===== src/rtl/cla_pkg.sv =====
// Shared types, constants and helper functions of the look-at camera matrix block.
`default_nettype none
package cla_pkg;

	// fixed point format
	localparam int FRAC_BITS = 16;
	localparam int AXW       = FRAC_BITS + 2;   // unit axis component
	localparam int VDW       = 35;              // negated view dot product
	localparam int VW        = 50;              // vector fed to the normalizer

	localparam logic [63:0] COT_PI8_Q32 = 64'd10368968296;
	localparam logic [63:0] H_FIX =
		(COT_PI8_Q32 + (64'd1 << (31 - FRAC_BITS))) >> (32 - FRAC_BITS);
	localparam logic [31:0] ONE_FIX  = 32'(64'd1 << FRAC_BITS);
	localparam logic [31:0] MONE_FIX = 32'(-(64'sd1 <<< FRAC_BITS));
	localparam logic signed [63:0] RND_HALF = 64'sd1 <<< (FRAC_BITS - 1);
	localparam logic [31:0] SAT_MAX = 32'h7FFF_FFFF;
	localparam logic [31:0] SAT_MIN = 32'h8000_0000;

	// register indexes
	localparam logic [2:0] REG_UP_X   = 3'd0;
	localparam logic [2:0] REG_UP_Y   = 3'd1;
	localparam logic [2:0] REG_UP_Z   = 3'd2;
	localparam logic [2:0] REG_ASPECT = 3'd3;
	localparam logic [2:0] REG_NEAR   = 3'd4;
	localparam logic [2:0] REG_FAR    = 3'd5;

	localparam logic [31:0] RST_UP_X   = 32'd0;
	localparam logic [31:0] RST_UP_Y   = 32'd65536;
	localparam logic [31:0] RST_UP_Z   = 32'd0;
	localparam logic [30:0] RST_ASPECT = 31'd116508;
	localparam logic [30:0] RST_NEAR   = 31'd6554;
	localparam logic [30:0] RST_FAR    = 31'd65536000;

	// matrix ids
	localparam logic [1:0] MID_WORLD = 2'd0;
	localparam logic [1:0] MID_VIEW  = 2'd1;
	localparam logic [1:0] MID_PROJ  = 2'd2;

	typedef struct packed {
		logic signed [31:0] eye_x;
		logic signed [31:0] eye_y;
		logic signed [31:0] eye_z;
		logic signed [31:0] target_x;
		logic signed [31:0] target_y;
		logic signed [31:0] target_z;
	} in_beat_t;

	typedef struct packed {
		logic [1:0]         matrix_id;
		logic [1:0]         row_index;
		logic signed [31:0] col0;
		logic signed [31:0] col1;
		logic signed [31:0] col2;
		logic signed [31:0] col3;
		logic               last;
		logic               degenerate;
	} out_beat_t;

	typedef struct packed {
		logic signed [31:0] up_x;
		logic signed [31:0] up_y;
		logic signed [31:0] up_z;
		logic [30:0]        aspect;
		logic [30:0]        near_p;
		logic [30:0]        far_p;
	} cfg_t;

	// one queued camera update
	typedef struct packed {
		logic [2:0][31:0] eye;
		logic [2:0][32:0] dv;
		logic             dzero;
	} job_t;

	typedef struct packed {
		logic        start;
		logic [63:0] num;
		logic [31:0] den;
	} div_req_t;

	function automatic logic [1:0] inc3(input logic [1:0] k);
		return (k == 2'd2) ? 2'd0 : k + 2'd1;
	endfunction

	// saturate a magnitude with a sign to 32 bits
	function automatic logic [31:0] sat_mag(input logic [63:0] q, input logic neg);
		logic [31:0] r;
		if (!neg) begin
			r = (q > 64'h7FFF_FFFF) ? SAT_MAX : q[31:0];
		end else begin
			r = (q > 64'h8000_0000) ? SAT_MIN : 32'(-q[31:0]);
		end
		return r;
	endfunction

	function automatic logic [31:0] sat_s64(input logic signed [63:0] v);
		logic [31:0] r;
		if (v > 64'sh7FFF_FFFF) r = SAT_MAX;
		else if (v < -64'sh8000_0000) r = SAT_MIN;
		else r = v[31:0];
		return r;
	endfunction

endpackage
`default_nettype wire


===== src/rtl/cla_fifo.sv =====
// Two-entry queue between the front and the back.
`default_nettype none
module cla_fifo (
	input  wire logic          clk,
	input  wire logic          arst_n,
	input  wire logic          push,
	input  wire cla_pkg::job_t push_data,
	output logic               full,
	input  wire logic          pop,
	output cla_pkg::job_t      pop_data,
	output logic               empty
);
	import cla_pkg::*;

	job_t       mem_q [2];
	logic       wr_q;
	logic       rd_q;
	logic [1:0] cnt_q;

	assign full     = cnt_q == 2'd2;
	assign empty    = cnt_q == 2'd0;
	assign pop_data = mem_q[rd_q];

	always_ff @(posedge clk or negedge arst_n) begin
		if (!arst_n) begin
			wr_q  <= 1'b0;
			rd_q  <= 1'b0;
			cnt_q <= '0;
		end else begin
			if (push) wr_q <= ~wr_q;
			if (pop) rd_q <= ~rd_q;
			if (push && !pop) cnt_q <= cnt_q + 2'd1;
			else if (pop && !push) cnt_q <= cnt_q - 2'd1;
		end
	end

	always_ff @(posedge clk) begin
		if (push) mem_q[wr_q] <= push_data;
	end

endmodule
`default_nettype wire


===== config.mk =====
export PLATFORM = sky130hd
export DESIGN_NAME = cla_fifo
export DESIGN_NICKNAME = d
export VERILOG_FILES = /design/src/rtl/cla_pkg.sv /design/src/rtl/cla_fifo.sv
export SDC_FILE = /design/constraint.sdc
export NUM_CORES = 1
export LEC_CHECK = 0
export BUFFER_PORTS_ARGS = -buffer_cell sky130_fd_sc_hd__buf_2
export CORE_MARGIN = 2
export CORE_UTILIZATION = 51
export DETAILED_ROUTE_END_ITERATION = 10
export GPL_TIMING_DRIVEN = 0
export PLACE_DENSITY = 0.78
export SLEW_MARGIN = 15
export SYNTH_ARGS = -nofsm -noshare
export SYNTH_HDL_FRONTEND = slang
export SYNTH_SLANG_ARGS = --single-unit

===== constraint.sdc =====
create_clock -name clk -period 15.2 [get_ports clk]
set_input_delay 3.04 -clock clk [delete_from_list [all_inputs] [get_ports clk]]
set_output_delay 3.04 -clock clk [all_outputs]
set_load 0.005 [all_outputs]

# Yosys cells after proc, flatten, opt, wreduce, memory -nomap -nowiden
# Memory sizes are Yosys's and may differ from the RTL's.
# Index checks and enable logic that the tools add are counted.
# classes
add_sub_neg	2
n_eq_ne	1
n_mux	4
n_bitwise	2
n_reduce_logical	6
# op_table
op	count
two-way mux 2 bit	2
adder 2 x 1 -> 2 bit (second input constant)	1
== test 2 bit (second input constant)	1
logical AND 1 bit	2
logical NOT 1 bit	2
logical NOT 2 bit	1
two-way mux 1 bit	2
inverter 1 bit	2
nonzero test 2 bit	1
subtractor 2 x 1 -> 2 bit (second input constant)	1
# word_totals
regBits	4
mem_bits_rw	392
n_memories	1
# memory_table
name	words	width	rd	rd_ports_with_merged_regs	wr	line	text
mem_q	2	196	1	0	1	cla_fifo.sv:15	job_t mem_q [2];

# Longest topological paths before layout
# logic_depth
depth_word	4
depth_mapped	5

# Worst setup path before layout
# OpenSTA, ideal clock, no wires.
# synth_path
path_type	input-to-reg
from	input push
to	memory mem_q[0][0] in the netlist's numbering, enable pin
setup_time_ps	779
arrival_ps	11493
path_slack_ps	2929
path_stages	1
path_buffers	0
path_cell_list	nor2b_1
# synth_between
elab_chain_cells	2
# synth_rtl
item	line	text
start, declared	cla_fifo.sv:6	input wire logic push,
two-way mux 1 bit	cla_fifo.sv:38	if (push) mem_q[wr_q] <= push_data;
two-way mux 1 bit (not written as such)	cla_fifo.sv:38	
end, declared	cla_fifo.sv:15	
# Every way passes these cells.

==> run metrics <==
outcome=completed; worst hold slack=approximately 0.49 ns; dpl ws=slightly above 10 ns; relative slew slack=57.2%; fin area=~0.019 mm²; die span in x=between 150 and 200 µm; Core Area=0.0287 mm²; most common cell after layout, fill and taps aside=buf_2; Pleak=~7.5 nW; DRC=0; Cell Rows=62; Synth top area share=a little under 80%; number of DRC markers after the initial detailed-route iteration=461; clock root cell=clkbuf_16; layout cells sized above 1=approximately 61%; wire per inst=roughly 20 µm; TritonCTS buffer count=40; via count=~7500; HP Class=flip-flop to flip-flop; Pre-antenna DRT Iters=5; Syn Nets=between 800 and 900; final wirelength=29700 µm; startpoint class of the critical path=flip-flop; final worst setup slack=a little over 10 ns; vias in the first global route=between 7000 and 8000; post-placement cell count=1419; Slew @ Worst Pin=roughly 0.64 ns; CTS Hold Bufs=0; die height=between 150 and 200 µm; die area=slightly above 0.03 mm²; setup violators final=0; critical path required time=12.16 ns; Post-DRT Antenna Nets=0; Finished Layout Cells=1493; most frequent cells in the layout=buf_2, edfxtp_1, mux2_4; final net count=1278; clk_lat worst skew=about 0.5 ns; Arr. time, crit path=1.88 ns; CP Capture Type=primary output; H-tree Lvls=2; Avg Vias per Cell=between 5 and 6; GRT overflow=0; Warnings, synthesis=0; pwr/cell area=about 190 mW/mm²; largest cells by area after synthesis=edfxtp_1, mux2_4, mux2_2, buf_6, dfrtp_1; clk buf depth=3; Initial Util=between 50% and 60%; Placer Congestion=approximately 0.76; post-synth top area cell=edfxtp_1; initial antenna violation count=8; CTS clk-pin slew, worst paths=about 0.060 ns; min Tclk post-route=approximately 5 ns; CP Class=flip-flop to primary output; PortBufs=about 400; clk_skew=0.0206 ns; Synth Cell Area=roughly 0.015 mm²; PnR Total Power=~3.5 mW; hpwl dp=21200 µm; Yosys reg bits=roughly 400; Netlist cell types=13; # Max-Cap Violations=0; Ports=~400; crit-path max FO=10; sequential cell area fraction in the yosys report=about 80%; Fmax=203 MHz; Avg Inst Size Synth=approximately 24 µm²; Post-Syn Instances=between 600 and 700; setup bufs post-CTS=0; first-pass GRT wire length=43800 µm; # clock sinks=396; largest net degree at the start of global routing=58; Peak VDD IR=around 130 µV; DP Area=0.0176 mm²; Total Routing Usage GR=between 10% and 20%; RSZ-0062 raised after global routing=no; TritonCTS clock tree=built; Post-CTS Resized=0; Final Max Tran Viols=0; Area growth, synth to finish=27.3%; period utilization=about 32%; Final Hold Viols=0
[metal layers]
metal / GRT usage [%] / vias to the layer above / wire length (µm)
met4: 6.35 / 8 / 894
met5: 0 / - / 48
li1: - / 3416 / -
met2: 34.3 / 316 / 15600
met3: 5.92 / 65 / 2610
met1: 21.2 / 3673 / 10500
[registers in the layout, summed over array words and instances, names as in the netlist]
signal	flops
cnt_q	2
mem_q	392
wr_q	1
rd_q	1
[kinds of logic (layout without fill, tap and decap cells)]
| kind of cell | Yosys count | count (layout) | synth area share (%) |
|---|---|---|---|
| XOR/XNOR | 5 | 5 | 0.295 |
| adder cells (fa/ha/maj) | 1 | 1 | 0.0842 |
| AND/OR/NAND/NOR | 5 | 5 | 0.177 |
| flip-flops | 396 | 396 | 79.9 |
| other | 0 | 4 | 0 |
| buffers and inverters | 23 | 502 | 1.44 |
| multiplexers | 196 | 196 | 18.1 |
[cells in the mapped netlist]
library cell / instances
inv_1: 1
edfxtp_1: 392
and2_1: 1
buf_6: 16
nor2b_1: 2
mux2_4: 130
buf_2: 6
xor2_1: 4
xnor2_1: 1
mux2_2: 66
ha_1: 1
dfrtp_1: 4
nor2_1: 2
[power breakdown]
part / internal, mW / total [mW] / switching [mW]
clock: 0.577 / 0.949 / 0.372
combinational: 0.577 / 1.07 / 0.492
sequential: 1.45 / 1.50 / 0.0501
[stage by stage]
step	setup TNS, ns	utilization (%)
final	0	65.9
after global routing	0	65.9
after CTS	0	65.9
after detailed placement	0	61.5
after global placement	-436.12	60.4
after floorplan	0	-
[layout make-up]
class                   instances  area (µm²)
clock inverters                18         203
fillers                      1975        9780
diodes                          4        10.0
well taps                     384         480
repair buffers                409        2290
flip-flops and latches        396       11900
clock buffers                  52        1070
plain buffers                  22         210
inverters                       1        3.75
multi-input cells             207        2790
[critical path, cell delays in order, from the launching register on]
cell     delay [ns]
dfrtp_1        0.34
buf_6          0.14
buf_6          0.20
buf_6          0.22
mux2_4         0.31
buf_2          0.15
[worst paths after layout]
kind	start	end	slack, ns	depth (start not counted)
hold / removal	cnt_q[1]$_DFFE_PN0P_	cnt_q[1]$_DFFE_PN0P_	0.49	1
min in group asynchronous	arst_n	cnt_q[0]$_DFFE_PN0P_	2.32	1
max in group asynchronous	arst_n	cnt_q[1]$_DFFE_PN0P_	12.76	1
setup / recovery	rd_q$_DFFE_PN0P_	pop_data[49]	10.28	5
hold reg to reg	cnt_q[1]$_DFFE_PN0P_	cnt_q[1]$_DFFE_PN0P_	0.49	1
setup reg to reg	wr_q$_DFFE_PN0P_	mem_q[1][73]$_DFFE_PP_	13.11	3
Note: power is estimated with default switching activity, not from simulation.
