### config.mk
export PLATFORM = sky130hd
export DESIGN_NAME = cla_front
export DESIGN_NICKNAME = d
export VERILOG_FILES = /design/src/rtl/cla_pkg.sv /design/src/rtl/cla_front.sv
export SDC_FILE = /design/constraint.sdc
export NUM_CORES = 1
export LEC_CHECK = 0
export BUFFER_PORTS_ARGS = -buffer_cell sky130_fd_sc_hd__buf_2
export CAP_MARGIN = 40
export CORE_ASPECT_RATIO = 0.6
export CORE_MARGIN = 5
export CORE_UTILIZATION = 30
export DETAILED_ROUTE_END_ITERATION = 10
export SYNTH_ARGS = -nofsm -noshare
export SYNTH_HDL_FRONTEND = slang
export SYNTH_SLANG_ARGS = --single-unit
### constraint.sdc
create_clock -name vclk -period 3.53
set_input_delay 0 -clock vclk [all_inputs]
set_output_delay 0 -clock vclk [all_outputs]
set_load 0.1 [all_outputs]
### src/rtl/cla_pkg.sv
// Shared types, constants and helper functions of the look-at camera matrix block.
`default_nettype none
package cla_pkg;

	// fixed point format
	localparam int FRAC_BITS = 16;
	localparam int AXW       = FRAC_BITS + 2;   // unit axis component
	localparam int VDW       = 35;              // negated view dot product
	localparam int VW        = 50;              // vector fed to the normalizer

	localparam logic [63:0] COT_PI8_Q32 = 64'd10368968296;
	localparam logic [63:0] H_FIX =
		(COT_PI8_Q32 + (64'd1 << (31 - FRAC_BITS))) >> (32 - FRAC_BITS);
	localparam logic [31:0] ONE_FIX  = 32'(64'd1 << FRAC_BITS);
	localparam logic [31:0] MONE_FIX = 32'(-(64'sd1 <<< FRAC_BITS));
	localparam logic signed [63:0] RND_HALF = 64'sd1 <<< (FRAC_BITS - 1);
	localparam logic [31:0] SAT_MAX = 32'h7FFF_FFFF;
	localparam logic [31:0] SAT_MIN = 32'h8000_0000;

	// register indexes
	localparam logic [2:0] REG_UP_X   = 3'd0;
	localparam logic [2:0] REG_UP_Y   = 3'd1;
	localparam logic [2:0] REG_UP_Z   = 3'd2;
	localparam logic [2:0] REG_ASPECT = 3'd3;
	localparam logic [2:0] REG_NEAR   = 3'd4;
	localparam logic [2:0] REG_FAR    = 3'd5;

	localparam logic [31:0] RST_UP_X   = 32'd0;
	localparam logic [31:0] RST_UP_Y   = 32'd65536;
	localparam logic [31:0] RST_UP_Z   = 32'd0;
	localparam logic [30:0] RST_ASPECT = 31'd116508;
	localparam logic [30:0] RST_NEAR   = 31'd6554;
	localparam logic [30:0] RST_FAR    = 31'd65536000;

	// matrix ids
	localparam logic [1:0] MID_WORLD = 2'd0;
	localparam logic [1:0] MID_VIEW  = 2'd1;
	localparam logic [1:0] MID_PROJ  = 2'd2;

	typedef struct packed {
		logic signed [31:0] eye_x;
		logic signed [31:0] eye_y;
		logic signed [31:0] eye_z;
		logic signed [31:0] target_x;
		logic signed [31:0] target_y;
		logic signed [31:0] target_z;
	} in_beat_t;

	typedef struct packed {
		logic [1:0]         matrix_id;
		logic [1:0]         row_index;
		logic signed [31:0] col0;
		logic signed [31:0] col1;
		logic signed [31:0] col2;
		logic signed [31:0] col3;
		logic               last;
		logic               degenerate;
	} out_beat_t;

	typedef struct packed {
		logic signed [31:0] up_x;
		logic signed [31:0] up_y;
		logic signed [31:0] up_z;
		logic [30:0]        aspect;
		logic [30:0]        near_p;
		logic [30:0]        far_p;
	} cfg_t;

	// one queued camera update
	typedef struct packed {
		logic [2:0][31:0] eye;
		logic [2:0][32:0] dv;
		logic             dzero;
	} job_t;

	typedef struct packed {
		logic        start;
		logic [63:0] num;
		logic [31:0] den;
	} div_req_t;

	function automatic logic [1:0] inc3(input logic [1:0] k);
		return (k == 2'd2) ? 2'd0 : k + 2'd1;
	endfunction

	// saturate a magnitude with a sign to 32 bits
	function automatic logic [31:0] sat_mag(input logic [63:0] q, input logic neg);
		logic [31:0] r;
		if (!neg) begin
			r = (q > 64'h7FFF_FFFF) ? SAT_MAX : q[31:0];
		end else begin
			r = (q > 64'h8000_0000) ? SAT_MIN : 32'(-q[31:0]);
		end
		return r;
	endfunction

	function automatic logic [31:0] sat_s64(input logic signed [63:0] v);
		logic [31:0] r;
		if (v > 64'sh7FFF_FFFF) r = SAT_MAX;
		else if (v < -64'sh8000_0000) r = SAT_MIN;
		else r = v[31:0];
		return r;
	endfunction

endpackage
`default_nettype wire

### src/rtl/cla_front.sv
// Front end: accepts camera beats, forms eye minus target and flags a zero view vector.
`default_nettype none
module cla_front (
	input  wire logic              in_valid,
	output logic                   in_stall,
	input  wire cla_pkg::in_beat_t in_data,
	input  wire logic              q_full,
	output logic                   q_push,
	output cla_pkg::job_t          q_data
);
	import cla_pkg::*;

	logic signed [32:0] dx, dy, dz;

	assign dx = 33'(in_data.eye_x) - 33'(in_data.target_x);
	assign dy = 33'(in_data.eye_y) - 33'(in_data.target_y);
	assign dz = 33'(in_data.eye_z) - 33'(in_data.target_z);

	assign in_stall = q_full;
	assign q_push   = in_valid && !q_full;

	always_comb begin
		q_data.eye[0] = in_data.eye_x;
		q_data.eye[1] = in_data.eye_y;
		q_data.eye[2] = in_data.eye_z;
		q_data.dv[0]  = dx;
		q_data.dv[1]  = dy;
		q_data.dv[2]  = dz;
		q_data.dzero  = (dx == '0) && (dy == '0) && (dz == '0);
	end

endmodule
`default_nettype wire

; Word level (Yosys, flattened, before mapping)
; Cells that the tools add are included.
[op_classes]
n_addsub = 3
mul = 0
n_div = 0
order_cmp = 0
n_eq_ne = 0
n_shift = 0
n_mux = 0
bitwise_logic = 0
reduce_logical = 7
[ops]
columns = cell, n
row1 = 33-bit logical NOT, 3
row2 = 32-bit by 32-bit subtractor with 33-bit output, 3
row3 = 1-bit logical AND, 3
row4 = 1-bit logical NOT, 1
[totals]
regBits = 0
latch_bits = 0
mem_bits_rw = 0
romBits = 0
input_bits = 194
output_inout_bits = 198
mem_count = 0

; Depth between registers and ports, before layout
; Gate-level depths: netlist of run 1.
[depth]
word_depth = 4
mapped_depth = 14
mapped_depth_nobuf = 14

; Worst setup path after synthesis of run 1
; No wires, ideal clock.
[synth_path]
path_kind = input-to-output
start = input port in_data[67] (netlist bit)
end = output port q_data[0] (netlist bit)
t_arrival_ps = 5735
required_time_ps = 3530
slack_ps = -2205
path_stages = 13
path_buffers = 0
cell_sequence = inv_1 -> ha_1 -> and2_1 -> a221oi_2 -> a21boi_0 -> o211ai_1 -> o311ai_0 -> a2111oi_0 -> nand4_1 -> nor4_1 -> and4_1 -> nand4_1 -> nor4_2
[synth_lines]
columns = item, line_no
row1 = from (decl), cla_front.sv:6  ; input wire cla_pkg::in_beat_t in_data,
row2 = to (decl), cla_front.sv:9  ; output cla_pkg::job_t q_data

==> results of run 1 <==
[layer usage]
layer	share of wire, %	vias to the layer above	global-route usage, %
li1	-	4392	-
met1	49	4081	33.1
met2	44	327	34.9
met3	6.4	18	1.85
met4	0.73	10	1.34
met5	0.17	-	0
[worst max-delay path: stages]
cell and delay [ns]:
buf_8 0.10, inv_4 0.04, ha_4 0.18, nor2b_4 0.13
o2111ai_4 0.23, nand2_1 0.11, and4b_1 0.20, a311o_2 0.35
or4_4 0.54, or4b_4 0.49, nor4_2 0.27, buf_4 0.15
and4_1 0.17, nand4_1 0.13, nor4_4 0.21, buf_12 0.21
[where the power goes]
part           switching, uW  internal [uW]  leakage (uW)
logic                   3440           1070       0.00530
registers                  0              0             0
clock network              0              0             0
total                   3440           1070       0.00530
[metrics by stage]
stage,area (um2),instances
after global placement,9850,1719
after CTS,10200,1726
after detailed placement,9850,1719
after floorplan,7560,1041
after global routing,10300,1730
final,10300,1730
[cells in the final DEF, fill, tap and decap left out, drive strengths merged, types with 18 or more instances in the layout]
| cell type | instances |
|---|---|
| a211oi | 18 |
| a21o | 26 |
| a21oi | 92 |
| buf | 506 |
| ha | 96 |
| inv | 126 |
| nand2 | 74 |
| nand3 | 23 |
| nor2 | 64 |
| nor3 | 19 |
| o21ai | 68 |
| xnor2 | 49 |
| xor2 | 19 |
[how the worst max path moves through the flow]
stage	from	end	slack [ns]	cells past startpoint
final	in_data[1]	q_data[0]	0.01	16
after global placement	in_data[96]	q_data[0]	-0.25	17
after detailed placement	in_data[96]	q_data[0]	-0.30	17
after global routing	in_data[68]	q_data[0]	-0.11	19
after CTS	in_data[71]	q_data[0]	-0.05	16
after floorplan	in_data[73]	q_data[0]	-0.43	14
[cells by family after synthesis]
kind of cell | count (synthesis) | share of synthesized area (%)
xor gates and xnor gates | 68 | 8.66
adders and majority gates | 99 | 18.3
muxes | 4 | 0.582
and+or+nand+nor | 298 | 22.4
AOI/OAI and AO/OA | 321 | 30.8
buffers and inverters | 251 | 19.2
[layout make-up]
class	instances	share of cell area (%)
tap	308	3.73
inverter	126	4.60
timing repair buffer	506	28.0
multi-input combinational	790	63.7
[what timing repair did]
action                                  4_1_cts  5_1_grt
hold buffers                                  0        0
pin swaps                                    38       24
setup buffers                                 7        4
endpoints found under the setup margin        1        1
gates resized for setup                      55       28
==> run metrics, run 1 <==
global route overflow 0; Crit path required time between 3 and 4 ns; Fillers between 2,000 and 2,500; GRT Util Overall between 20% and 30%; Initial DRC Count approximately 420; vias in the first global route ~8,400; type of the most critical hold path primary input to primary output; CP Launch Type primary input; clock buffers 0; # diodes 0; minimum clock period 3.52 ns; pwr/cell area around 440 mW/mm2; routability cong. 0.902; # rows 42; drt drc 0; I/O pin total between 300 and 400; Cell variety after synth 77; first-pass GRT wire length 46.1 mm; Worst Setup End Kind primary output; min-delay src in_data[128]; Finish-stage setup viols 0; DPL Wire Length roughly 28 mm; synth-to-layout area growth 50.3%; status complete, no violations; crit path DAT roughly 3.5 ns; initial core utilization 30.9%; mapped cell area around 0.0069 mm2; FF+latch area 0 um2; layout cell share with drive strength beyond 1 between 40% and 50%; register area share after synthesis 0%; worst vdd ir between 0.0002 and 0.0003 V; top post-synthesis cells by count 126 x inv_1, 99 x buf_4, 96 x ha_1, 90 x a21oi_1, 74 x nand2_1; Synth area leaders ha_1 17%, buf_4 11%, inv_1 6.9%; area of the die ~0.026 mm2; Setup WS pre-CTS -0.298 ns; Crit Path Class primary input to primary output; Cells after Synth ~1,000; Syn Nets around 1,300; Setup TNS Final 0 ns; CORE AREA 0.0223 mm2; Max Slew Vio Count 0; Hold Crit Endpoint q_data[132]; largest net degree at the start of global routing 10; multi-input logic area 0.00658 mm2; vias per inst between 5 and 6; initial antenna violation count 6; most common cell in the netlist inv_1; die width slightly above 200 um; fin crit share roughly 100%; RSZ-0062 raised after global routing yes; Setup WS post-layout approximately 0.013 ns; cell taking the most area after synthesis ha_1; Port Buffers approximately 400; Power Total between 4000 and 5000 uW; hold path depth 2; Fin. Hold Viols 0; Synth top area share 17.5%; DR vias approximately 8,800; Static Leak 0.00530 uW; drt total wl slightly above 30 mm; Pre-antenna DRT Iters 5; number of synthesis warnings 0; fin util between 40% and 50%; routed len/inst ~18 um; Slew @ Worst Pin around 0.64 ns; Max-Cap Viols 0; fin nets around 1,700; seq_cells 0; Worst slew margin ~57%; hold_ws 0.377 ns; Max Fclk 0.284 GHz; Die H between 100 and 150 um; synthesized area per cell ~6.6 um2; critical path peak fanout 4; post-route ant nets 0
Power figures use the tool's default switching activity.
==> inputs of run 2 (changes only) <==
--- a/config.mk
+++ b/config.mk
@@ -7,10 +7,9 @@
 export LEC_CHECK = 0
 export BUFFER_PORTS_ARGS = -buffer_cell sky130_fd_sc_hd__buf_2
 export CAP_MARGIN = 40
-export CORE_ASPECT_RATIO = 0.6
-export CORE_MARGIN = 5
-export CORE_UTILIZATION = 30
+export CORE_AREA = 5 5 149 151
 export DETAILED_ROUTE_END_ITERATION = 10
+export DIE_AREA = 0 0 154 156
 export SYNTH_ARGS = -nofsm -noshare
 export SYNTH_HDL_FRONTEND = slang
 export SYNTH_SLANG_ARGS = --single-unit
==> constraint.sdc (replaced) <==
create_clock -name vclk -period 4.4
set_input_delay 0 -clock vclk [all_inputs]
set_output_delay 0 -clock vclk [all_outputs]
set_load 0.1 [all_outputs]
==> run 2 against run 1 <==
- sequential cell count is the same
- first-iteration DRC count shrank 11%
- die area shrank 8.1%
- final cell count shrank 8.2%
- total power shrank 28%
- clock-buffer cell count is the same
- hold slack gained 0.0079 ns
- worst setup slack gained 0.30 ns
- largest power group unchanged
==> run metrics, run 2 (same netlist as run 1, synthesis figures left out) <==
I/O pin total roughly 390; minimum clock period between 4 and 5 ns; vias per inst 5.20; vias in the first global route a little under 8,000; Worst slew margin a little over half; Slew @ Worst Pin 0.712 ns; routability cong. 0.906; CORE AREA about 0.021 mm2; worst vdd ir about 0.00023 V; Die H around 160 um; drt total wl around 28 mm; Pre-antenna DRT Iters 7; Static Leak ~0.0046 uW; Max Fclk 0.245 GHz; routed len/inst between 15 and 20 um; synth-to-layout area growth 25.0%; status complete, no violations; min-delay src in_data[128]; layout cell share with drive strength beyond 1 roughly a third; Crit Path Class primary input to primary output; met3 wire length between 2 and 2.5 mm; initial core utilization about 33%; first-pass GRT wire length about 41 mm; clock buffers 0; Fin. Hold Viols 0; Non-Filler Instances ~1,600; CTS hold repair buffers 0; post-route ant nets 0; global route overflow 0; area of the die roughly 0.024 mm2; Max Slew Vio Count 0; post-cts resize count 0; initial antenna violation count 4; met2 WL post-DR 13.7 mm; placed insts 1,586; Initial DRC Count 370; die width roughly 150 um; Port Buffers just under 400; Worst Setup End Kind primary output; pwr/cell area roughly 380 mW/mm2; Crit. Startpoint in_data[70]; DR vias ~8,300; RSZ-0062 raised after global routing no; GRT Util Overall 20.8%; fin crit share just over 90%; Setup TNS Final 0 ns; WL met1 11.3 mm; CP Launch Type primary input; crit path DAT 4.09 ns; fin nets about 1,600; Max-Cap Viols 0; post-CTS setup buffer count 0; Fillers 2,217; drt drc 0; DPL Wire Length ~25 mm; largest net degree at the start of global routing 11; # rows 53; most common cell after layout, fill and taps aside buf_2; Crit path required time 4.40 ns; FF+latch area 0 um2; critical path peak fanout 7; most frequent cells in the layout 391 x buf_2, 126 x inv_1, 96 x ha_1; Finish-stage setup viols 0; seq_cells 0; Top Metal Used met5; CP endpoint q_data[0]; type of the most critical hold path primary input to primary output
## run 2: cell count changes in the layout (fill, tap and decap cells not counted), moves of 7 or more
cell,delta
inv_1,+7
xnor2_4,-9
ha_4,-14
buf_4,-110
xnor2_1,+11
buf_2,+7
ha_1,+17
## run 2: how the worst min path moves through the flow
stage / endpoint / slack (ns) / cells past startpoint
floorplan: in_stall / 0.21 / 1
global placement: in_stall / 0.38 / 2
detailed placement: q_data[132] / 0.39 / 2
CTS: q_data[132] / 0.39 / 2
global route: q_data[184] / 0.39 / 2
finish: q_data[132] / 0.38 / 2
## run 2: stage by stage
step                area [um2]  setup WS [ns]  hold slack, ns  total power (uW)  utilization, %
floorplan                 7090         0.0771           0.212              2700               -
global placement          8580          0.400           0.384              3270            41.5
detailed placement        8580          0.369           0.386              3270            41.5
CTS                       8580          0.349           0.386              3270            41.5
global route              8590         0.0727           0.393              3410            41.5
finish                    8590          0.315           0.385              3250            41.5
## run 2: cell type report
class	instances	area, um2	share of cell area [%]
inverters	126	473	5.51
multi-input cells	790	5770	67.2
repair buffers	395	2000	23.3
diodes	2	5.00	0.0583
well taps	275	344	4.01
## run 2: layer usage
metal,global-route usage [%],vias to the layer above
met5,0,-
met4,2.48,4
met3,3.38,26
met2,39.3,343
met1,25.4,3701
li1,-,4183
## run 2: worst max-delay path: stages
cell      delay [ns]
buf_2           0.07
inv_1           0.03
ha_1            0.45
nand3_1         0.20
or3_1           0.37
a21o_1          0.25
o21ai_1         0.25
a311oi_4        0.07
or4_1           0.50
or4b_1          0.47
nor4_1          0.51
and4_1          0.31
nand4_1         0.14
nor4_4          0.23
buf_12          0.21
## run 2: power breakdown
| part | switching [uW] | internal, uW |
|---|---|---|
| combinational | 2620 | 638 |
| sequential | 0 | 0 |
| clock | 0 | 0.0000609 |
| total | 2620 | 638 |
==> inputs of run 3 (changes only) <==
--- a/config.mk
+++ b/config.mk
@@ -7,9 +7,10 @@
 export LEC_CHECK = 0
 export BUFFER_PORTS_ARGS = -buffer_cell sky130_fd_sc_hd__buf_2
 export CAP_MARGIN = 40
-export CORE_AREA = 5 5 149 151
+export CORE_AREA = 5 5 151 153
 export DETAILED_ROUTE_END_ITERATION = 10
-export DIE_AREA = 0 0 154 156
+export DIE_AREA = 0 0 156 158
+export RECOVER_POWER = 50
 export SYNTH_ARGS = -nofsm -noshare
 export SYNTH_HDL_FRONTEND = slang
 export SYNTH_SLANG_ARGS = --single-unit
==> constraint.sdc (replaced) <==
create_clock -name vclk -period 4.3
set_input_delay 0 -clock vclk [all_inputs]
set_output_delay 0 -clock vclk [all_outputs]
set_load 0.1 [all_outputs]
==> run 3 against run 2 <==
- hold slack improved by 0.21 ns
- die area rose by 2.6%
- non-clock buffer count is 2 higher
- wire length grew 0.95%
- critical path depth up 2
- clock-buffer cell count unchanged
- critical endpoint unchanged
- core utilization decreased by 1.8 points
- sequential share of layout area stayed put
- first-iteration DRC count is 3.2% lower
==> run metrics, run 3 (same netlist as run 1, synthesis figures left out) <==
fin nets 1,608; most frequent cells in the layout 292 x buf_2, 126 x inv_1, 99 x clkbuf_1; Worst slew margin between 10% and 20%; Slew @ Worst Pin 1.27 ns; layout cell share with drive strength beyond 1 about a quarter; Post-Layout Inst Area 0.00850 mm2; CORE AREA roughly 0.021 mm2; Port Buffers 392; worst vdd ir ~0.00022 V; post-CTS setup buffer count 0; die width 156 um; FF+latch area 0 um2; DR vias 8,305; met3 wire length about 2.3 mm; global route overflow 0; Setup TNS Final 0 ns; status complete, no violations; most common cell after layout, fill and taps aside buf_2; drt total wl ~28 mm; GRT Util Overall 20.3%; routability cong. just under 0.9; Crit path required time 4.30 ns; clock buffers 0; fin crit share between 90% and 100%; Finish-stage setup viols 0; placed insts between 1,500 and 2,000; vias in the first global route between 7,000 and 8,000; Fin. Hold Viols 0; min-delay src in_data[128]; Pre-antenna DRT Iters 5; largest net degree at the start of global routing 11; type of the most critical hold path primary input to primary output; initial antenna violation count 1; minimum clock period roughly 3.9 ns; first-pass GRT wire length between 40 and 50 mm; crit path DAT a little under 4 ns; Die H approximately 160 um; Max Fclk between 0.2 and 0.3 GHz; CP Launch Type primary input; DPL Wire Length 25.3 mm; Max-Cap Viols 0; Crit Path Class primary input to primary output; seq_cells 0; Crit. Startpoint in_data[96]; Top Metal Used met4; routed len/inst roughly 17 um; area of the die about 0.025 mm2; I/O pin total 392; # rows between 50 and 60; RSZ-0062 raised after global routing no; WL met1 ~11 mm; critical path peak fanout 2; hold path depth 2; Max Slew Vio Count 0; drt drc 0; synth-to-layout area growth 23.6%; Initial DRC Count between 300 and 400; Static Leak roughly 0.0043 uW; Area after DPL 0.00861 mm2; vias per inst 5.21; fin util between 30% and 40%; pwr/cell area slightly below 400 mW/mm2; Hold Crit Endpoint q_data[132]; initial core utilization about a third; Worst Setup End Kind primary output; Non-Filler Instances roughly 1,600; met2 WL post-DR between 10 and 15 mm; post-route ant nets 0
[run 3: cell count changes in the layout (fill, tap and decap cells not counted), sizes merged]
cell    change
clkbuf     +99
buf        -97
diode       -1
[run 3: worst max-delay path by stage]
stage | depth (start not counted) | endpoint | slack (ns)
2_1_floorplan | 13 | q_data[0] | 0.14
3_3_place_gp | 17 | q_data[0] | 0.26
3_5_place_dp | 17 | q_data[0] | 0.29
4_1_cts | 17 | q_data[0] | 0.24
5_1_grt | 16 | q_data[0] | 0.07
6_report | 17 | q_data[0] | 0.37
[run 3: critical path, cell delays in order]
cell and delay [ns]:
buf_2 0.09, inv_1 0.04, ha_1 0.20, fa_1 0.57
and4_1 0.22, o2111ai_1 0.13, nor4_1 0.42, buf_4 0.20
o211a_1 0.19, nand4b_1 0.15, nor4_1 0.41, nand4_1 0.16
nor4_2 0.29, and4_1 0.26, nand4_1 0.16, nor4_4 0.23
buf_12 0.21
[run 3: layer usage]
metal	vias to the layer above	track usage, %
met5	-	0
met4	0	4.59
met3	33	3.03
met2	363	37.2
met1	3714	25.1
li1	4195	-
[run 3: cell type report]
cell class,count,area [um2]
inverter,126,473
tap,280,350
fill,2392,12900
multi-input combinational,790,5780
timing repair buffer,397,1890
antenna,1,2.50
[run 3: power by group]
part | internal [uW] | total, uW | leakage (uW) | switching (uW)
clock | 0.0000312 | 0.0000312 | 0.00000000634 | 0
combinational | 641 | 3320 | 0.00433 | 2680
sequential | 0 | 0 | 0 | 0
total | 641 | 3320 | 0.00433 | 2680
[run 3: repair_timing]
action,CTS,global route
gates resized for setup,0,1
hold buffers,0,0
endpoints found under the setup margin,0,1
[run 3: stage by stage]
stage | total power, uW | hold slack, ns | worst slack, ns
floorplan | 2760 | 0.212 | 0.143
global placement | 3340 | 0.385 | 0.264
detailed placement | 3340 | 0.387 | 0.290
CTS | 3350 | 0.387 | 0.242
global route | 3480 | 0.607 | 0.0666
finish | 3320 | 0.596 | 0.365
